## config.mk

```make
export PLATFORM = sky130hd
export DESIGN_NAME = nmea_sentence_filter_core
export DESIGN_NICKNAME = d
export VERILOG_FILES = /design/src/hw/rtl/nsf_pkg.sv /design/src/hw/rtl/nsf_parser.sv /design/src/hw/rtl/nsf_store.sv /design/src/hw/rtl/nmea_sentence_filter_core.sv
export SDC_FILE = /design/constraint.sdc
export NUM_CORES = 1
export LEC_CHECK = 0
export BUFFER_PORTS_ARGS = -buffer_cell sky130_fd_sc_hd__buf_2
export CAP_MARGIN = 20
export CORE_MARGIN = 1.5
export CORE_UTILIZATION = 45
export DETAILED_ROUTE_END_ITERATION = 16
export GPL_TIMING_DRIVEN = 0
export SLEW_MARGIN = 10
export SYNTH_ARGS = -nofsm -noshare
export SYNTH_HDL_FRONTEND = slang
export SYNTH_SLANG_ARGS = --single-unit
```

## constraint.sdc

```tcl
create_clock -name aclk -period 4.37 [get_ports aclk]
set_clock_uncertainty 0.15 [all_clocks]
set_input_delay 1.311 -clock aclk [delete_from_list [all_inputs] [get_ports aclk]]
set_output_delay 1.311 -clock aclk [all_outputs]
set_load 0.02 [all_outputs]
```

## src/hw/rtl/nsf_pkg.sv

```systemverilog
`timescale 1ns / 1ps
// ----------------------------------------------------------------------------
// nsf_pkg
// Shared types, constants and character tables of the NMEA sentence filter.
// ----------------------------------------------------------------------------
package nsf_pkg;

    localparam int READING_DEPTH = 64;
    localparam int STATUS_LEN    = 4;
    localparam int ZERO_SPAN     = 8;
    localparam int HI_DEPTH      = READING_DEPTH - ZERO_SPAN;
    localparam int ADDR_W        = $clog2(READING_DEPTH);
    localparam int HI_ADDR_W     = $clog2(HI_DEPTH);
    localparam int LO_ADDR_W     = $clog2(ZERO_SPAN);
    localparam int WIDX_W        = $clog2(READING_DEPTH + 1);
    localparam int RIDX_W        = 6;
    localparam int IDX_CMP_W     = 10;

    localparam logic [7:0] CR_BYTE     = 8'h0d;
    localparam logic [7:0] DOLLAR_BYTE = 8'h24;

    typedef enum logic [2:0] {
        ACT_BYTE   = 3'd0,
        ACT_CLEAR  = 3'd1,
        ACT_LOCK   = 3'd2,
        ACT_UNLOCK = 3'd3,
        ACT_READ   = 3'd4
    } action_t;

    typedef enum logic [1:0] {
        EV_NONE    = 2'd0,
        EV_LOC     = 2'd1,
        EV_ANT     = 2'd2,
        EV_DROPPED = 2'd3
    } event_t;

    typedef enum logic [2:0] {
        MODE_HEADER  = 3'd0,
        MODE_FIRST   = 3'd1,
        MODE_TAG_LOC = 3'd2,
        MODE_TAG_ANT = 3'd3,
        MODE_READING = 3'd4,
        MODE_SUFFIX  = 3'd5,
        MODE_CAPTURE = 3'd6,
        MODE_WAIT_CR = 3'd7
    } mode_t;

    typedef struct packed {
        logic                 en;
        logic [ADDR_W-1:0]    addr;
        logic [7:0]           data;
        logic [ZERO_SPAN-1:0] zero_mask;
    } store_wr_t;

    function automatic logic [7:0] tag_char(input logic ant, input logic [1:0] pos);
        logic [7:0] c;
        case (pos)
            2'd0:    c = ant ? 8'h41 : 8'h47;
            2'd1:    c = ant ? 8'h4e : 8'h50;
            2'd2:    c = ant ? 8'h54 : 8'h52;
            default: c = ant ? 8'h53 : 8'h4d;
        endcase
        return c;
    endfunction

    function automatic logic [7:0] suffix_char(input logic [2:0] pos);
        logic [7:0] c;
        case (pos)
            3'd0:    c = 8'h54;
            3'd1:    c = 8'h41;
            3'd2:    c = 8'h54;
            3'd3:    c = 8'h55;
            3'd4:    c = 8'h53;
            3'd5:    c = 8'h3d;
            default: c = 8'h00;
        endcase
        return c;
    endfunction

    function automatic logic [ZERO_SPAN-1:0] zero_from(input logic [WIDX_W-1:0] start);
        logic [ZERO_SPAN-1:0] m;
        for (int i = 0; i < ZERO_SPAN; i++) begin
            m[i] = (IDX_CMP_W'(i) >= IDX_CMP_W'(start));
        end
        return m;
    endfunction

endpackage

```

## src/hw/rtl/nsf_parser.sv

```systemverilog
`timescale 1ns / 1ps
// ----------------------------------------------------------------------------
// nsf_parser
// Sentence parser state machine with ready and lock flags; issues buffer
// writes and the event code for each transaction.
// ----------------------------------------------------------------------------
module nsf_parser (
    input  logic                aclk,
    input  logic                aresetn,
    input  logic                fire,
    input  nsf_pkg::action_t    action,
    input  logic [7:0]          rx_byte,
    output nsf_pkg::store_wr_t  wr,
    output nsf_pkg::event_t     event_code,
    output logic                ready_next,
    output logic                lock_next
);
    import nsf_pkg::*;

    mode_t             mode_reg, mode_next;
    logic [2:0]        mpos_reg, mpos_next;
    logic [WIDX_W-1:0] widx_reg, widx_next;
    logic              ready_reg;
    logic              lock_reg;
    logic              take;
    logic              is_cr;
    logic [1:0]        tag_pos;
    logic [2:0]        mpos_inc;
    logic [WIDX_W-1:0] widx_inc;
    logic              tag_hit;
    logic              sfx_hit;
    logic              end_loc;

    assign take     = fire && (action == ACT_BYTE) && !lock_reg;
    assign is_cr    = (rx_byte == CR_BYTE);
    assign tag_pos  = mpos_reg[1:0];
    assign mpos_inc = 3'({1'b0, tag_pos} + 3'd1);
    assign widx_inc = widx_reg + WIDX_W'(1);
    assign tag_hit  = (rx_byte == tag_char(mode_reg == MODE_TAG_ANT, tag_pos));
    assign sfx_hit  = (mpos_reg < 3'd6) && (rx_byte == suffix_char(mpos_reg));

    always_comb begin
        mode_next = mode_reg;
        mpos_next = mpos_reg;
        widx_next = widx_reg;
        if (take) begin
            unique case (mode_reg)
                MODE_HEADER: begin
                    if (rx_byte == DOLLAR_BYTE) begin
                        mode_next = MODE_FIRST;
                        mpos_next = 3'd0;
                        widx_next = '0;
                    end
                end
                MODE_FIRST: begin
                    if (rx_byte == tag_char(1'b0, 2'd0)) begin
                        mode_next = MODE_TAG_LOC;
                        mpos_next = 3'd1;
                    end else if (rx_byte == tag_char(1'b1, 2'd0)) begin
                        mode_next = MODE_TAG_ANT;
                        mpos_next = 3'd1;
                    end else begin
                        mode_next = MODE_HEADER;
                        mpos_next = 3'd0;
                    end
                end
                MODE_TAG_LOC, MODE_TAG_ANT: begin
                    if (tag_hit) begin
                        mpos_next = mpos_inc;
                        if (mpos_inc >= 3'd4) begin
                            mode_next = (mode_reg == MODE_TAG_LOC) ? MODE_READING
                                                                   : MODE_SUFFIX;
                            mpos_next = 3'd0;
                            widx_next = '0;
                        end
                    end else begin
                        mode_next = MODE_HEADER;
                        mpos_next = 3'd0;
                    end
                end
                MODE_READING: begin
                    if (widx_reg < WIDX_W'(READING_DEPTH)) begin
                        widx_next = widx_inc;
                    end
                    if (is_cr) begin
                        mode_next = MODE_HEADER;
                        mpos_next = 3'd0;
                    end
                end
                MODE_SUFFIX: begin
                    if (sfx_hit) begin
                        mpos_next = 3'(mpos_reg + 3'd1);
                        if (mpos_reg == 3'd5) begin
                            mode_next = MODE_CAPTURE;
                            mpos_next = 3'd0;
                            widx_next = '0;
                        end
                    end else begin
                        mode_next = MODE_HEADER;
                        mpos_next = 3'd0;
                    end
                end
                MODE_CAPTURE: begin
                    if (is_cr) begin
                        mode_next = MODE_HEADER;
                        mpos_next = 3'd0;
                    end else begin
                        widx_next = widx_inc;
                        if (widx_inc >= WIDX_W'(STATUS_LEN)) begin
                            mode_next = MODE_WAIT_CR;
                        end
                    end
                end
                MODE_WAIT_CR: begin
                    if (is_cr) begin
                        mode_next = MODE_HEADER;
                        mpos_next = 3'd0;
                    end
                end
                default: begin
                    mode_next = MODE_HEADER;
                end
            endcase
        end
    end

    always_comb begin
        wr         = '0;
        event_code = EV_NONE;
        end_loc    = 1'b0;
        wr.addr    = ADDR_W'(widx_reg);
        wr.data    = rx_byte;
        if (take) begin
            unique case (mode_reg)
                MODE_READING: begin
                    if (widx_reg < WIDX_W'(READING_DEPTH)) begin
                        wr.en = 1'b1;
                        if (is_cr) begin
                            event_code = EV_LOC;
                        end
                    end else begin
                        event_code = EV_DROPPED;
                    end
                    end_loc = is_cr;
                end
                MODE_CAPTURE: begin
                    if (is_cr) begin
                        wr.zero_mask = zero_from(widx_reg);
                        event_code   = EV_ANT;
                    end else begin
                        wr.en = (widx_reg < WIDX_W'(STATUS_LEN));
                        if (widx_inc >= WIDX_W'(STATUS_LEN)) begin
                            wr.zero_mask = zero_from(WIDX_W'(STATUS_LEN));
                            event_code   = EV_ANT;
                        end
                    end
                end
                default: begin
                    wr.en = 1'b0;
                end
            endcase
        end
    end

    always_comb begin
        ready_next = ready_reg;
        lock_next  = lock_reg;
        if (fire) begin
            case (action)
                ACT_CLEAR:  ready_next = 1'b0;
                ACT_LOCK:   lock_next  = 1'b1;
                ACT_UNLOCK: lock_next  = 1'b0;
                default:    ready_next = ready_reg | end_loc;
            endcase
        end
    end

    always_ff @(posedge aclk) begin
        if (!aresetn) begin
            mode_reg  <= MODE_HEADER;
            mpos_reg  <= 3'd0;
            widx_reg  <= '0;
            ready_reg <= 1'b0;
            lock_reg  <= 1'b0;
        end else begin
            mode_reg  <= mode_next;
            mpos_reg  <= mpos_next;
            widx_reg  <= widx_next;
            ready_reg <= ready_next;
            lock_reg  <= lock_next;
        end
    end

`ifndef SYNTHESIS
    a_capture_bound: assert property (@(posedge aclk) disable iff (!aresetn)
        mode_reg == MODE_CAPTURE |-> widx_reg < WIDX_W'(STATUS_LEN))
        else $error("capture index past status length");

    a_locked_hold: assert property (@(posedge aclk) disable iff (!aresetn)
        fire && lock_reg && action == ACT_BYTE |=> $stable(mode_reg) && $stable(widx_reg))
        else $error("parser advanced while buffer locked");

    a_reading_bound: assert property (@(posedge aclk) disable iff (!aresetn)
        widx_reg <= WIDX_W'(READING_DEPTH))
        else $error("write index past depth");
`endif

endmodule

```

## src/hw/rtl/nsf_store.sv

```systemverilog
`timescale 1ns / 1ps
// ----------------------------------------------------------------------------
// nsf_store
// Reading buffer: low entries in flops for block zeroing, upper entries in a
// memory with per-entry valid bits; registered read port.
// ----------------------------------------------------------------------------
module nsf_store (
    input  logic                          aclk,
    input  logic                          aresetn,
    input  logic                          fire,
    input  nsf_pkg::store_wr_t            wr,
    input  logic                          rd_req,
    input  logic [nsf_pkg::RIDX_W-1:0]    rd_idx,
    output logic [7:0]                    read_data
);
    import nsf_pkg::*;

    logic [7:0]          lo_bank_reg [ZERO_SPAN];
    logic [7:0]          mem [HI_DEPTH];
    logic [HI_DEPTH-1:0] hi_valid_reg;
    logic [7:0]          mem_rd_reg;
    logic [7:0]          lo_rd_reg;
    logic                rd_act_reg;
    logic                rd_hi_reg;
    logic                rd_valid_reg;
    logic                wr_hi;
    logic                rd_hi;
    logic                rd_in_range;
    logic [ADDR_W-1:0]   raddr;
    logic [HI_ADDR_W-1:0] hi_waddr;
    logic [HI_ADDR_W-1:0] hi_raddr;

    assign wr_hi       = (wr.addr >= ADDR_W'(ZERO_SPAN));
    assign hi_waddr    = HI_ADDR_W'(wr.addr - ADDR_W'(ZERO_SPAN));
    assign rd_in_range = (IDX_CMP_W'(rd_idx) < IDX_CMP_W'(READING_DEPTH));
    assign raddr       = ADDR_W'(rd_idx);
    assign rd_hi       = (raddr >= ADDR_W'(ZERO_SPAN));
    assign hi_raddr    = HI_ADDR_W'(raddr - ADDR_W'(ZERO_SPAN));

    always_ff @(posedge aclk) begin
        if (!aresetn) begin
            for (int i = 0; i < ZERO_SPAN; i++) begin
                lo_bank_reg[i] <= 8'h00;
            end
        end else begin
            for (int i = 0; i < ZERO_SPAN; i++) begin
                if (wr.zero_mask[i]) begin
                    lo_bank_reg[i] <= 8'h00;
                end
                if (wr.en && !wr_hi && wr.addr[LO_ADDR_W-1:0] == LO_ADDR_W'(i)) begin
                    lo_bank_reg[i] <= wr.data;
                end
            end
        end
    end

    always_ff @(posedge aclk) begin
        if (!aresetn) begin
            hi_valid_reg <= '0;
        end else if (wr.en && wr_hi) begin
            hi_valid_reg[hi_waddr] <= 1'b1;
        end
    end

    always_ff @(posedge aclk) begin
        if (wr.en && wr_hi) begin
            mem[hi_waddr] <= wr.data;
        end
        if (fire && rd_hi) begin
            mem_rd_reg <= mem[hi_raddr];
        end
    end

    always_ff @(posedge aclk) begin
        if (fire) begin
            lo_rd_reg <= lo_bank_reg[raddr[LO_ADDR_W-1:0]];
        end
    end

    always_ff @(posedge aclk) begin
        if (!aresetn) begin
            rd_act_reg   <= 1'b0;
            rd_hi_reg    <= 1'b0;
            rd_valid_reg <= 1'b0;
        end else if (fire) begin
            rd_act_reg   <= rd_req && rd_in_range;
            rd_hi_reg    <= rd_hi;
            rd_valid_reg <= rd_hi && hi_valid_reg[hi_raddr];
        end
    end

    always_comb begin
        read_data = 8'h00;
        if (rd_act_reg) begin
            if (!rd_hi_reg) begin
                read_data = lo_rd_reg;
            end else if (rd_valid_reg) begin
                read_data = mem_rd_reg;
            end
        end
    end

`ifndef SYNTHESIS
    a_single_port: assert property (@(posedge aclk) disable iff (!aresetn)
        wr.en |-> !(fire && rd_req))
        else $error("write and read in the same transaction");

    a_hi_written_valid: assert property (@(posedge aclk) disable iff (!aresetn)
        wr.en && wr_hi |=> hi_valid_reg[$past(hi_waddr)])
        else $error("upper entry written but not marked valid");

    a_zero_low_only: assert property (@(posedge aclk) disable iff (!aresetn)
        wr.en && wr_hi |-> wr.zero_mask == '0)
        else $error("zeroing with an upper write");
`endif

endmodule

```

## src/hw/rtl/nmea_sentence_filter_core.sv

```systemverilog
`timescale 1ns / 1ps
// Path: the accepted input passes the input register, then the result register, to m_tvalid.
// Throughput: one transaction per cycle unless m_tready stalls; the parser and buffer
// write fit between both registers, and the upper buffer memory is read once per transaction.
// Reset: aresetn low clears the parser and flags, zeroes the low buffer entries and drops
// the upper valid bits, so every buffer entry reads as zero.
// ----------------------------------------------------------------------------
// nmea_sentence_filter_core
// Byte-serial NMEA sentence filter with reading buffer, stream ports.
// ----------------------------------------------------------------------------
module nmea_sentence_filter_core (
    input  logic        aclk,
    input  logic        aresetn,
    input  logic        s_tvalid,
    output logic        s_tready,
    input  logic [23:0] s_tdata,   // action[2:0], rx_byte[10:3], read_index[16:11]
    output logic        m_tvalid,
    input  logic        m_tready,
    output logic [15:0] m_tdata    // read_data[7:0], reading_ready[8], buffer_locked[9],
                                   // event_code[11:10]
);
    import nsf_pkg::*;

    logic              in_valid_reg;
    logic [2:0]        action_reg;
    logic [7:0]        byte_reg;
    logic [RIDX_W-1:0] idx_reg;
    logic              out_valid_reg;
    logic              ready_out_reg;
    logic              lock_out_reg;
    event_t            event_reg;
    logic              advance;
    logic              fire;
    logic              s_fire;
    action_t           action;
    store_wr_t         wr;
    event_t            event_code;
    logic              ready_next;
    logic              lock_next;
    logic [7:0]        read_data;

    assign advance  = !out_valid_reg || m_tready;
    assign fire     = in_valid_reg && advance;
    assign s_tready = !in_valid_reg || advance;
    assign s_fire   = s_tvalid && s_tready;
    assign action   = action_t'(action_reg);

    always_ff @(posedge aclk) begin
        if (!aresetn) begin
            in_valid_reg <= 1'b0;
        end else if (s_fire) begin
            in_valid_reg <= 1'b1;
        end else if (fire) begin
            in_valid_reg <= 1'b0;
        end
    end

    always_ff @(posedge aclk) begin
        if (s_fire) begin
            action_reg <= s_tdata[2:0];
            byte_reg   <= s_tdata[10:3];
            idx_reg    <= s_tdata[16:11];
        end
    end

    nsf_parser u_parser (
        .aclk       (aclk),
        .aresetn    (aresetn),
        .fire       (fire),
        .action     (action),
        .rx_byte    (byte_reg),
        .wr         (wr),
        .event_code (event_code),
        .ready_next (ready_next),
        .lock_next  (lock_next)
    );

    nsf_store u_store (
        .aclk      (aclk),
        .aresetn   (aresetn),
        .fire      (fire),
        .wr        (wr),
        .rd_req    (action == ACT_READ),
        .rd_idx    (idx_reg),
        .read_data (read_data)
    );

    always_ff @(posedge aclk) begin
        if (!aresetn) begin
            out_valid_reg <= 1'b0;
            ready_out_reg <= 1'b0;
            lock_out_reg  <= 1'b0;
            event_reg     <= EV_NONE;
        end else begin
            if (advance) begin
                out_valid_reg <= in_valid_reg;
            end
            if (fire) begin
                ready_out_reg <= ready_next;
                lock_out_reg  <= lock_next;
                event_reg     <= event_code;
            end
        end
    end

    assign m_tvalid = out_valid_reg;
    assign m_tdata  = {4'h0, event_reg, lock_out_reg, ready_out_reg, read_data};

`ifndef SYNTHESIS
    a_loc_sets_ready: assert property (@(posedge aclk) disable iff (!aresetn)
        m_tvalid && event_reg == EV_LOC |-> ready_out_reg)
        else $error("location event without ready flag");

    a_read_no_event: assert property (@(posedge aclk) disable iff (!aresetn)
        m_tvalid && read_data != 8'h00 |-> event_reg == EV_NONE)
        else $error("read data with a parser event");

    a_accept_when_empty: assert property (@(posedge aclk) disable iff (!aresetn)
        !in_valid_reg |-> s_tready)
        else $error("input stalled with empty input register");
`endif

endmodule

```

==> results_dict.tcl <==
set metrics [dict create \
    post_synth_instance_area_um2 25700 \
    half_perimeter_wire_length_after_placement_um 43500 \
    finalCritPeriodShare_pct 95.1 \
    timing.critical_path.from_type "flip-flop" \
    synth_unique_cells 72 \
    core_area_um2 56400 \
    max-cap-violations 0 \
    post_synthesis_sequential_area_ratio_pct 69.9 \
    diodes 0 \
    final.setup.tns_ns 0 \
    number_of_routed_nets_with_antenna_violations 0 \
    detail_route.drc_violations 0 \
    tritoncts.num_buffers 66 \
    root_buffer "clkbuf_16" \
    layout-area-overhead-vs-synth_pct 14.1 \
    synth_async_sr_flop_share_pct 0 \
    regToRegSetupSlack_ns 0.21 \
    cts_resized 0 \
    max_slew_margin_pct 24.6 \
    insertion_delay_ns 0.61 \
    most_frequent_standard_cell_in_the_layout_excluding_fill_and_tap_cells "edfxtp_1" \
    placement.io_buffers 34 \
    number_of_flip_flops_in_the_largest_register 448 \
    placedCellCount 2244 \
    hold_viol 0 \
    synth_cells 1434 \
    post_synth.cell_area_avg_um2 17.9 \
    power.static_leakage_nw 9.55 \
    worstPathRequired_ns 4.43 \
    grt_max_degree 30 \
    power_density_nw_per_um2 433 \
    achievable-frequency_ghz 0.241 \
    synth_flop_cell "edfxtp_1" \
    layout-drive-gt1-share_pct 23.7 \
    rsz0062_at_grt "true" \
    routedWlPerCell_um 26.7 \
    num_rows 87 \
    synth_top_cell_area_share_pct 63.7 \
    netlist_top_cells_area "edfxtp_1, mux4_2, dfxtp_1" \
    final-setup-viol-count 0 \
    netlist.top_cell.by_area "edfxtp_1" \
    globalRoute.totalOverflow 0 \
    finalPower_w 0.0127 \
    h_tree_depth 3 \
    instances_no_fill 2366 \
    worst_slew_pin_slew_ns 1.13 \
    cp.arrival_ns 4.22 \
    die_x_um 242 \
    finish.net_count 1604 \
    layout.cells.most_common_list "edfxtp_1, mux4_2, nor2_1" \
    critical_path.max_fanout 10 \
    antenna_found_initial 2 \
    fin_crit_ns 4.16 \
    grt_use_total_pct 21.8 \
    min_path_type "reg -> reg" \
    clock_sinks 625 \
    gp_routability_congestion 0.882 \
    drt-total-wl_um 63100 \
    tritoncts "yes" \
    max-clock-path-buffers 3 \
    synth_edf_count 545 \
    initialDrtViolationCount 1331 \
    holdWs_ns 0.309 \
    grt_first_pass_wirelength_um 92800 \
    design.portCount 46 \
    floorplan.die.height_um 242 \
    setup.worst_path.class "reg -> reg" \
    outcome "finished clean" \
    final-max-slew-violation-count 0 \
    grt_pass1_vias 14099 \
    floorplan.initialDensity_pct 45.6 \
    vias 13799 \
    synthesis.yosys.warnings 0 \
    max-vdd-ir-drop_mv 0.310 \
    via_per_inst 5.83 \
    synth.ff_latch_count 625 \
    detail_route.first_pass.iterations 5 \
    worst_setup_path_end_kind "flip-flop" \
    dieArea_um2 58500 \
    clk_pin_slew_worst_paths_ns 0.06 \
]
==> stage by stage <==
stage	setup WS, ns	cell area (µm²)	util (%)
3_5_place_dp	-0.0234	27200	48.2
4_1_cts	0.271	29300	51.9
2_1_floorplan	0.642	25700	-
6_report	0.213	29300	52.0
3_3_place_gp	-1.34	26800	47.6
5_1_grt	-0.0670	29300	52.0
==> repair_timing <==
item	CTS	global route
buffers inserted	0	0
endpoints found under the setup margin	0	36
hold buffers	0	0
==> worst max-delay path, cell delays in order, from the launching register on <==
cell and delay (ns):
dfxtp_1 0.35, clkbuf_1 0.24, inv_1 0.16, ha_1 0.26
nor3b_2 0.38, o21a_1 0.22, a41oi_2 0.23, nor3_2 0.39
nand3_1 0.42, nor2_1 0.96
==> layout make-up <==
type | count | area (µm²)
Buffer | 96 | 443
Clock buffer | 85 | 1750
Clock inverter | 34 | 325
Fill cell | 4597 | 27100
Inverter | 17 | 63.8
Multi-Input combinational cell | 699 | 7230
Sequential cell | 625 | 18000
Tap cell | 756 | 946
Timing Repair Buffer | 54 | 587
==> metal layers <==
layer,wire (µm),up-vias,track usage (%)
met5,0,-,0
met4,1640,0,7.08
met3,3650,91,4.28
met2,30100,423,34.3
met1,27700,7268,30.8
li1,-,6017,-
==> synthesized netlist by cell type (all sizes together), types with 4 or more instances <==
cell type / n
a21oi: 36
a22oi: 4
a31oi: 7
and2: 30
and3: 45
buf: 38
clkbuf: 58
dfxtp: 80
edfxtp: 545
ha: 17
inv: 16
mux2: 17
mux2i: 4
mux4: 174
nand2: 31
nand2b: 7
nand3: 27
nand4: 6
nor2: 99
nor2b: 24
nor3: 13
nor3b: 6
nor4: 8
nor4b: 4
o211ai: 5
o21a: 51
o21ai: 18
or3: 7
xnor2: 6
==> power by group <==
| group | leakage [nW] | switching, W | total (W) | internal, W |
|---|---|---|---|---|
| Clock | 1.01 | 0.00230 | 0.00545 | 0.00314 |
| Combinational | 2.94 | 0.000367 | 0.000645 | 0.000279 |
| Sequential | 5.61 | 0.0000483 | 0.00659 | 0.00654 |
==> logic make-up (layout without fill, tap and decap cells) <==
family | Yosys count | in the layout | share of synthesized area (%)
multiplexers | 195 | 195 | 16.2
AND/OR/NAND/NOR | 318 | 318 | 6.59
buffers and inverters | 113 | 286 | 1.97
adder cells (fa/ha/maj) | 17 | 17 | 0.828
flip-flops | 625 | 625 | 69.9
XOR/XNOR | 9 | 9 | 0.307
AO/OA/AOI/OAI | 156 | 156 | 4.18
other | 1 | 4 | 0.0146
==> worst paths after layout <==
kind	to	start	cells past startpoint
min	event_reg[0]$_SDFFE_PN0P_	event_reg[0]$_SDFFE_PN0P_	2
max reg2reg	u_store.mem[11][4]$_DFFE_PP_	u_parser.widx_reg[3]$_SDFFE_PN0P_	9
max	u_store.mem[11][4]$_DFFE_PP_	u_parser.widx_reg[3]$_SDFFE_PN0P_	9
min reg2reg	event_reg[0]$_SDFFE_PN0P_	event_reg[0]$_SDFFE_PN0P_	2
No activity file was read; power rests on OpenSTA's default activity.
